## config.mk

```make
export PLATFORM = sky130hd
export DESIGN_NAME = quadrature_knob_event_decoder_unit
export DESIGN_NICKNAME = d
export VERILOG_FILES = /design/src/qked_pkg.sv /design/src/qked_cfg.sv /design/src/qked_core.sv /design/src/quadrature_knob_event_decoder_unit.sv
export SDC_FILE = /design/constraint.sdc
export NUM_CORES = 1
export LEC_CHECK = 0
export BUFFER_PORTS_ARGS = -buffer_cell sky130_fd_sc_hd__buf_2
export CORE_MARGIN = 2
export CORE_UTILIZATION = 48
export DETAILED_ROUTE_END_ITERATION = 8
export HOLD_SLACK_MARGIN = 0.12
export PLACE_DENSITY = 0.66
export SLEW_MARGIN = 20
export SYNTH_ARGS = -nofsm -noshare
export SYNTH_HDL_FRONTEND = slang
export SYNTH_HIERARCHICAL = 1
export SYNTH_SLANG_ARGS = --single-unit
```

## constraint.sdc

```tcl
create_clock -name clk -period 5.8 [get_ports clk]
set_input_delay 0.29 -clock clk [delete_from_list [all_inputs] [get_ports clk]]
set_output_delay 0.29 -clock clk [all_outputs]
set_load 0.005 [all_outputs]
```

## src/qked_pkg.sv

```systemverilog
// Shared types, constants and the quadrature transition table for the
// knob event decoder. No dependencies.
`timescale 1ns / 1ps

package qked_pkg;

  localparam int HoldW   = 16;
  localparam int DetentW = 3;
  localparam int AccumW  = 8;
  localparam int CfgIdxW = 2;
  localparam int CfgW    = 16;

  localparam logic [HoldW-1:0]   LONG_PRESS_RST = 16'd800;
  localparam logic [HoldW-1:0]   RESET_HOLD_RST = 16'd5000;
  localparam logic [DetentW-1:0] DETENT_RST     = 3'd2;
  localparam logic [1:0]         AB_IDLE        = 2'b11;
  localparam logic signed [AccumW:0] ACCUM_MAX  = 9'sd127;
  localparam logic signed [AccumW:0] ACCUM_MIN  = -9'sd127;

  typedef enum logic [CfgIdxW-1:0] {
    CFG_LONG_PRESS = 2'd0,
    CFG_RESET_HOLD = 2'd1,
    CFG_DETENT     = 2'd2
  } cfg_idx_t;

  typedef enum logic [2:0] {
    EV_NONE  = 3'd0,
    EV_CW    = 3'd1,
    EV_CCW   = 3'd2,
    EV_SHORT = 3'd3,
    EV_LONG  = 3'd4,
    EV_RESET = 3'd5
  } event_t;

  // step per {prev_ab, cur_ab}
  localparam logic signed [1:0] STEP_TABLE [16] = '{
     2'sd0,  2'sd1, -2'sd1,  2'sd0,
    -2'sd1,  2'sd0,  2'sd0,  2'sd1,
     2'sd1,  2'sd0,  2'sd0, -2'sd1,
     2'sd0, -2'sd1,  2'sd1,  2'sd0
  };

  typedef struct packed {
    logic pin_a;
    logic pin_b;
    logic key_level;
    logic ms_tick;
  } in_item_t;

  typedef struct packed {
    event_t           event_res;
    logic [HoldW-1:0] hold_ms;
  } out_item_t;

  typedef struct packed {
    logic [HoldW-1:0]   long_limit;
    logic [HoldW-1:0]   reset_hold_ms;
    logic [DetentW-1:0] detent_steps;
  } cfg_t;

  typedef struct packed {
    logic                     key_down;
    logic signed [AccumW-1:0] step_accum;
  } core_status_t;

endpackage

```

## src/qked_cfg.sv

```systemverilog
// Configuration register file for the knob event decoder.
// Depends on qked_pkg.
`timescale 1ns / 1ps

module qked_cfg (
  input  logic                    clk,
  input  logic                    rst,
  input  logic                    cfg_we,
  input  logic [qked_pkg::CfgIdxW-1:0] cfg_index,
  input  logic [qked_pkg::CfgW-1:0]    cfg_data,
  output qked_pkg::cfg_t          cfg
);
  import qked_pkg::*;

  always_ff @(posedge clk) begin
    if (rst) begin
      cfg.long_limit    <= LONG_PRESS_RST;
      cfg.reset_hold_ms <= RESET_HOLD_RST;
      cfg.detent_steps  <= DETENT_RST;
    end else if (cfg_we) begin
      case (cfg_index)
        CFG_LONG_PRESS: cfg.long_limit    <= cfg_data;
        CFG_RESET_HOLD: cfg.reset_hold_ms <= cfg_data;
        CFG_DETENT:     cfg.detent_steps  <= cfg_data[DetentW-1:0];
        default: ;
      endcase
    end
  end

endmodule

```

## src/qked_core.sv

```systemverilog
// Decoder state and per-item update: transition table, saturating step
// accumulator, detent check, button hold timer. Depends on qked_pkg.
`timescale 1ns / 1ps

module qked_core (
  input  logic                clk,
  input  logic                rst,
  input  logic                go,
  input  qked_pkg::in_item_t  item,
  input  qked_pkg::cfg_t      cfg,
  output qked_pkg::out_item_t result,
  output qked_pkg::core_status_t status
);
  import qked_pkg::*;

  logic [1:0]               prev_ab, prev_ab_next;
  logic signed [AccumW-1:0] step_accum, step_accum_next;
  logic                     key_down, key_down_next;
  logic [HoldW-1:0]         hold_count, hold_count_next;
  logic                     long_fired, long_fired_next;
  logic                     reset_fired, reset_fired_next;

  logic [1:0]               cur_ab;
  logic signed [1:0]        step;
  logic signed [AccumW:0]   sum;
  logic signed [AccumW:0]   sat;
  logic signed [AccumW:0]   det;
  logic [DetentW-1:0]       det_u;
  logic                     pressed;
  logic [HoldW-1:0]         hold_tick;
  event_t                   ev;

  always_comb begin
    cur_ab  = {item.pin_a, item.pin_b};
    pressed = !item.key_level;
    step    = STEP_TABLE[{prev_ab, cur_ab}];
    sum     = $signed({step_accum[AccumW-1], step_accum})
            + $signed({{(AccumW-1){step[1]}}, step});
    if (sum > ACCUM_MAX)      sat = ACCUM_MAX;
    else if (sum < ACCUM_MIN) sat = ACCUM_MIN;
    else                      sat = sum;

    det_u = (cfg.detent_steps == '0) ? DetentW'(1) : cfg.detent_steps;
    det   = $signed({{(AccumW+1-DetentW){1'b0}}, det_u});

    // time passes on every item, rotation or not
    hold_tick = (key_down && item.ms_tick && hold_count != '1)
              ? hold_count + HoldW'(1) : hold_count;

    prev_ab_next     = cur_ab;
    step_accum_next  = sat[AccumW-1:0];
    key_down_next    = key_down;
    hold_count_next  = hold_tick;
    long_fired_next  = long_fired;
    reset_fired_next = reset_fired;
    ev               = EV_NONE;

    if (sat >= det) begin
      step_accum_next = AccumW'(sat - det);
      ev = EV_CW;
    end else if (sat <= -det) begin
      step_accum_next = AccumW'(sat + det);
      ev = EV_CCW;
    end else if (pressed && !key_down) begin
      key_down_next    = 1'b1;
      hold_count_next  = '0;
      long_fired_next  = 1'b0;
      reset_fired_next = 1'b0;
    end else if (pressed) begin
      if (!long_fired && hold_tick >= cfg.long_limit) begin
        long_fired_next = 1'b1;
        ev = EV_LONG;
      end else if (long_fired && !reset_fired && hold_tick >= cfg.reset_hold_ms) begin
        reset_fired_next = 1'b1;
        ev = EV_RESET;
      end
    end else if (key_down) begin
      key_down_next   = 1'b0;
      hold_count_next = '0;
      if (!long_fired && hold_tick < cfg.long_limit) ev = EV_SHORT;
    end

    result.event_res = ev;
    result.hold_ms   = key_down_next ? hold_count_next : '0;
    status.key_down   = key_down;
    status.step_accum = step_accum;
  end

  always_ff @(posedge clk) begin
    if (rst) begin
      prev_ab     <= AB_IDLE;
      step_accum  <= '0;
      key_down    <= 1'b0;
      hold_count  <= '0;
      long_fired  <= 1'b0;
      reset_fired <= 1'b0;
    end else if (go) begin
      prev_ab     <= prev_ab_next;
      step_accum  <= step_accum_next;
      key_down    <= key_down_next;
      hold_count  <= hold_count_next;
      long_fired  <= long_fired_next;
      reset_fired <= reset_fired_next;
    end
  end

endmodule

```

## src/quadrature_knob_event_decoder_unit.sv

```systemverilog
// Top level of the quadrature knob event decoder: input register, decoder
// core, result register. Depends on qked_pkg, qked_cfg, qked_core.
`timescale 1ns / 1ps

// Takes one sample of the knob pins (A, B, active-low key, 1 ms tick) per
// transfer and returns exactly one event per sample, in order: rotation
// (clockwise / counter-clockwise once per detent) wins over the button
// events (short press, long press, reset hold), and every result carries the
// current hold time. Throughput is one sample per clock while the output is
// not stalled; the input register captures a sample at its transfer and the
// result register is loaded from the core once the output is free, which
// raises out_valid. The decoder state is updated combinationally in the core
// and registered as each sample is taken, so consecutive samples never wait
// on each other. A result that is stalled at the output holds one more sample
// in the input register before in_stall rises. Configuration writes apply on
// the next clock and must only be issued while no sample is in flight.
module quadrature_knob_event_decoder_unit (
  input  logic                          clk,
  input  logic                          rst,
  input  logic                          in_valid,
  output logic                          in_stall,
  input  qked_pkg::in_item_t            in_data,
  output logic                          out_valid,
  input  logic                          out_stall,
  output qked_pkg::out_item_t           out_data,
  input  logic                          cfg_we,
  input  logic [qked_pkg::CfgIdxW-1:0]  cfg_index,
  input  logic [qked_pkg::CfgW-1:0]     cfg_data
);
  import qked_pkg::*;

  cfg_t         cfg;
  logic         s1_valid;
  in_item_t     s1_data;
  logic         out_free;
  logic         go;
  out_item_t    result;
  core_status_t status;

  assign out_free = !out_valid || !out_stall;
  assign go       = s1_valid && out_free;
  assign in_stall = s1_valid && !out_free;

  qked_cfg u_cfg (
    .clk       (clk),
    .rst       (rst),
    .cfg_we    (cfg_we),
    .cfg_index (cfg_index),
    .cfg_data  (cfg_data),
    .cfg       (cfg)
  );

  qked_core u_core (
    .clk    (clk),
    .rst    (rst),
    .go     (go),
    .item   (s1_data),
    .cfg    (cfg),
    .result (result),
    .status (status)
  );

  always_ff @(posedge clk) begin
    if (rst) begin
      s1_valid <= 1'b0;
    end else if (!in_stall) begin
      s1_valid <= in_valid;
    end
  end

  always_ff @(posedge clk) begin
    if (in_valid && !in_stall) s1_data <= in_data;
  end

  always_ff @(posedge clk) begin
    if (rst) begin
      out_valid <= 1'b0;
    end else if (out_free) begin
      out_valid <= s1_valid;
    end
  end

  always_ff @(posedge clk) begin
    if (go) out_data <= result;
  end

  // accumulator never reaches the unsaturated negative extreme
  a_accum_range: assert property (@(posedge clk) disable iff (rst)
    status.step_accum != -8'sd128)
    else $error("step accumulator out of range");

  // a sample waiting behind a stalled result is not dropped
  a_s1_hold: assert property (@(posedge clk) disable iff (rst)
    (s1_valid && !out_free) |=> s1_valid)
    else $error("input stage lost a sample");

  a_long_threshold: assert property (@(posedge clk) disable iff (rst)
    (out_valid && out_data.event_res == EV_LONG) |->
      (out_data.hold_ms >= cfg.long_limit))
    else $error("long press below threshold");

  a_short_released: assert property (@(posedge clk) disable iff (rst)
    (out_valid && out_data.event_res == EV_SHORT) |->
      (out_data.hold_ms == '0 && !status.key_down))
    else $error("short press while held");

endmodule

```

# Word-level counts from Yosys, hierarchy flattened
# Memory sizes are Yosys's and may differ from the RTL's.
# Index checks and enable logic that the tools add are counted.
# totals
output_inout_bits	21
romBits	32
mem_count	1
ff_bits	89
input_bits	27
# memory_table
name	depth	word_bits	rd	rd_clocked_by_memory_dff	write_ports	line	rtl
(name not given)	16	2	1	0	0	qked_core.sv:36	step = STEP_TABLE[{prev_ab, cur_ab}];
# classes
muxes	31
reduce_logical	29
addsub	5
n_eq_ne	5
n_lt_le_gt_ge	8
bitwise_logic	3
# op_table
cell	count
$mux W16	6
$ge A16 B16 Y1	2
$mux W9	2
$add A16 B1 Y16 const B	1
$lt A16 B16 Y1	1
$mux W8	2
$ne A16 B16 Y1 const B	1
$mux W3	5
$mux W1	11
$logic_and A1 B1 Y1	10
$mux W2	5
$add A8 B2 Y9	1
$ge A9 B4 Y1	1
$gt A9 B8 Y1 const B	1
$le A9 B9 Y1	1
$lt A9 B8 Y1 const B	1
$neg A3 Y9	1
$add A8 B4 Y8	1
$logic_not A1 Y1	8
$sub A8 B4 Y8	1
$reduce_and A2 Y1	3
$reduce_and A6 Y1	1
$ge A5 B5 Y1 const B	1
$not A4 Y5	1
other kinds (10)	13

# Depth between registers and ports, before layout
# depth
ltp_word	11
ltp_mapped	26
depth_no_buf	25

# Modules after synthesis
# The synthesis kept the hierarchy.
# by_module_without_submodules
module	seq_area_each_um2	instances	cells_per_inst	area_each_um2
qked_core	580.6	1	526	3932.5
qked_cfg	700.7	1	141	1452.6
quadrature_knob_event_decoder_unit	730.7	1	33	777.0

# Worst setup path after synthesis
# No wires, ideal clock.
# synth_path
path_type	register -> register
startpoint	register s1_data[2] in the netlist's numbering
endpoint	register u_core.step_accum[4]
arrival_time_ns	5.266
setup_slack_ns	0.401
synth_period_minus_slack_ns	5.399
required_ns	5.667
path_stages_with_launch	23
cell_sequence	edfxtp_1 -> inv_1 -> ha_1 -> xnor2_1 -> xnor2_1 -> ha_1 -> inv_1 -> fa_1 -> nand3b_1 -> a2111oi_2 -> or3_1 -> buf_4 -> buf_2 -> nand2_1 -> a21o_1 -> ha_1 -> or4_1 -> or4_1 -> nand4_2 -> o22ai_4 -> a2111oi_2 -> mux2i_1 -> nor4_2
# synth_between
elab_chain_cells	11
# synth_lines
item	line	rtl
from (decl)	quadrature_knob_event_decoder_unit.sv:34	in_item_t s1_data;
from (signal assigned)	quadrature_knob_event_decoder_unit.sv:72	if (in_valid && !in_stall) s1_data <= in_data;
$not A4 Y5 (not written as such) (*)	qked_core.sv:36	
$mem_v2 Z16 W2 (*)	--	
$mux W2 (not written as such) (*) (2 in a row)	qked_core.sv:36	
$add A8 B2 Y9 (*)	qked_core.sv:38	+ $signed({{(AccumW-1){step[1]}}, step});
$lt A9 B8 Y1	qked_core.sv:40	else if (sum < ACCUM_MIN) sat = ACCUM_MIN;
$mux W9	qked_core.sv:40	
$mux W9 (*)	qked_core.sv:39	if (sum > ACCUM_MAX) sat = ACCUM_MAX;
$add A8 B4 Y8 or $le A9 B9 Y1 (tied branches)	qked_core.sv:62, qked_core.sv:61	
$mux W8	qked_core.sv:61	end else if (sat <= -det) begin
$mux W8 (*)	qked_core.sv:58	if (sat >= det) begin
to (signal assigned)	qked_core.sv:99	step_accum <= step_accum_next;
to (decl)	qked_core.sv:17	logic signed [AccumW-1:0] step_accum, step_accum_next;
# Every way passes the cells marked *; elsewhere a longest branch is shown, timed or not. The select of a mux whose other input is x is not followed.
# A chain may end at the register's enable or synchronous reset.

# Worst setup path in the final report
# layout_path
startpoint	register s1_data[2] in the netlist's numbering
endpoint	register u_core.long_fired
# layout_between
elab_chain_cells	11
# layout_lines
item	line	rtl
$not A4 Y5 (not written as such) (*)	qked_core.sv:36	
$mem_v2 Z16 W2 (*)	--	
$mux W2 (not written as such) (*) (2 in a row)	qked_core.sv:36	
$add A8 B2 Y9 (*)	qked_core.sv:38	
$lt A9 B8 Y1	qked_core.sv:40	
$mux W9	qked_core.sv:40	
$mux W9 (*)	qked_core.sv:39	
$ge A9 B4 Y1 or $le A9 B9 Y1 (tied branches)	qked_core.sv:58, qked_core.sv:61	
$not A1 Y1 (no source line)	--	
$reduce_and A5 Y1 (no source line) (*)	--	
to (signal assigned)	qked_core.sv:102	long_fired <= long_fired_next;
to (decl)	qked_core.sv:20	logic long_fired, long_fired_next;
# Marks and branches as above.

==> results.tsv <==
metric	value	unit
status	finished clean	
delay-heaviest family, CP	simple AND/OR/NAND/NOR gates	
Synth Warn #	6	
die area	0.0137	mm2
total power	2.24	mW
Mapped Cells	699	
register clock-pin slew on the reported worst setup and hold paths	0.06	ns
Worst Setup Path Type	reg2reg	
Slew @ Worst Pin	0.771	ns
vias in the first global route	4979	
area delta synth->final	20.4	%
Placer Congestion	0.887	
worst-path cell with the longest stage delay	mux4_2	
core area	0.0126	mm2
Overflow after GRT	0	
startpoint types	flop	
maxcap violations	0	
peak supply drop	0.176	mV
Post-DP Area	0.00683	mm2
Mean Syn Cell Area	8.80	um2
clk buf depth	2	
fmax	179	MHz
I/O pin cnt	48	
Multi-input gate area	0.00397	mm2
Filler cells	1120	
Worst EP arrival	5.83	ns
total area of sequential cells	0.00201	mm2
final setup vio count	0	
PortBufs	47	
first-pass GRT wire length	24.1	mm
crit path time final	5.60	ns
initial core utilization	49.0	%
# rows	41	
Fin. Hold Viols	0	
n_diodes	0	
vias after detailed routing	5304	
Critical Path, Cell by Cell	inv_1 > ha_1 > mux4_2 > ha_4 > a21oi_4 > a2111oi_4 > or3_4 > buf_4 > maj3_1 > ha_1 > nand2_1 > or3_1 > or3_1 > o31ai_4 > buf_12 > nand3_4 > or3_1 > o221a_1	
routed len/inst	16.1	um
routed vias/inst	5.55	
clk sink count	89	
fraction of layout cells with a size suffix above 1	19.8	%
CTS tree	yes	
# DRC	0	
Critical Path Most Common Cell	or3_1	
cell area after layout	0.00741	mm2
die extent in x	117	um
Die Ht	117	um
Total GRT Usage	22.2	%
Slew HR	48.6	%
# nets final	870	
mapped cell area	0.00615	mm2
fin crit share	96.5	%
DRT iter0 DRCs	315	
DRT Wirelength	15.4	mm
CP required	6.03	ns
Clock Latency Late Sink	0.34	ns
CP bufs+invs	3	
Hold WC Path Type	in2reg	
largest net degree at the start of global routing	72	
worst hold slack	0.130	ns
Inserted Clock Buffers	9	
Crit. End Element	flop	
clk root buf	clkbuf_16	
Power Density	303	mW/mm2
crit-path max cell delay	0.64	ns
1st-pass router iterations	5	
Worst Path Max Fanout	9	
Post-DRT Antenna Nets	0	
H-tree depth	3	
Final HPWL DP	11.4	mm
initial antenna violation count	0	
skew final	0.00576	ns
Slew Viols, Final	0	
Leak	3.20	nW
[power by group]
part,switching [mW],internal (mW)
clock,0.234,0.377
combinational,0.527,0.413
sequential,0.0236,0.668
total,0.785,1.46
[final cells by class]
class / instances / area share [%]
clock inverter: 5 / 1.08
clock buffer: 11 / 3.14
sequential: 89 / 27.2
inverter: 71 / 3.63
timing repair buffer: 91 / 8.46
tap: 172 / 2.90
multi-input combinational: 517 / 53.6
[routing by layer]
layer | global-route usage (%) | wire [um] | part of all wire (%) | vias up
met3 | 4.07 | 952 | 6.2 | 19
met4 | 5.65 | 212 | 1.4 | 0
met1 | 32.6 | 7520 | 49 | 2491
met2 | 33.8 | 6760 | 44 | 157
li1 | - | - | - | 2637
met5 | 0 | 0 | 0 | -
[flip-flops by register name, summed over array words and instances (netlist names), named ones only]
| signal | count |
|---|---|
| u_cfg/cfg | 35 |
| u_core/hold_count | 16 |
| s1_data | 4 |
| u_core/long_fired | 1 |
| u_core/prev_ab | 2 |
| out_data | 19 |
| out_valid | 1 |
| u_core/step_accum | 8 |
| s1_valid | 1 |
| u_core/reset_fired | 1 |
[cells in the final DEF (no fill, tap or decap), types with 10 or more instances in the layout]
cell type / n
mux2i_1: 40
nand3_1: 16
nor2_1: 63
buf_2: 46
xnor2_1: 10
xor2_1: 10
dfxtp_1: 66
buf_4: 38
nor3_1: 13
edfxtp_1: 23
a21o_1: 12
inv_1: 69
ha_1: 56
nand2_1: 48
o21ai_0: 28
a21oi_1: 21
nand4_1: 10
nand2b_1: 44
[final timing paths]
check,startpoint,endpoint,slack [ns],cells past startpoint
setup / recovery,s1_data[2]$_DFFE_PP_,u_core/long_fired$_SDFFE_PP0P_,0.20,18
hold / removal,in_data[2],s1_data[2]$_DFFE_PP_,0.13,1
setup reg to reg,s1_data[2]$_DFFE_PP_,u_core/long_fired$_SDFFE_PP0P_,0.20,18
hold reg to reg,u_cfg/cfg[21]$_SDFFE_PP0P_,u_cfg/cfg[21]$_SDFFE_PP0P_,0.47,2
[through the flow]
step	utilization [%]	worst slack (ns)	TNS, ns	cells
floorplan	-	0.401	0	701
global placement	54.4	0.136	0	930
detailed placement	54.4	0.0468	0	930
CTS	57.0	0.0166	0	948
global route	59.0	-0.0869	-0.602	956
finish	59.0	0.202	0	956
[repair_timing]
action	in CTS	in global routing
endpoints found under the hold margin	2	0
hold buffers	2	0
endpoints found under the setup margin	0	45
resized for setup	0	36
buffers inserted	0	7
(Power assumes the default switching activity.)
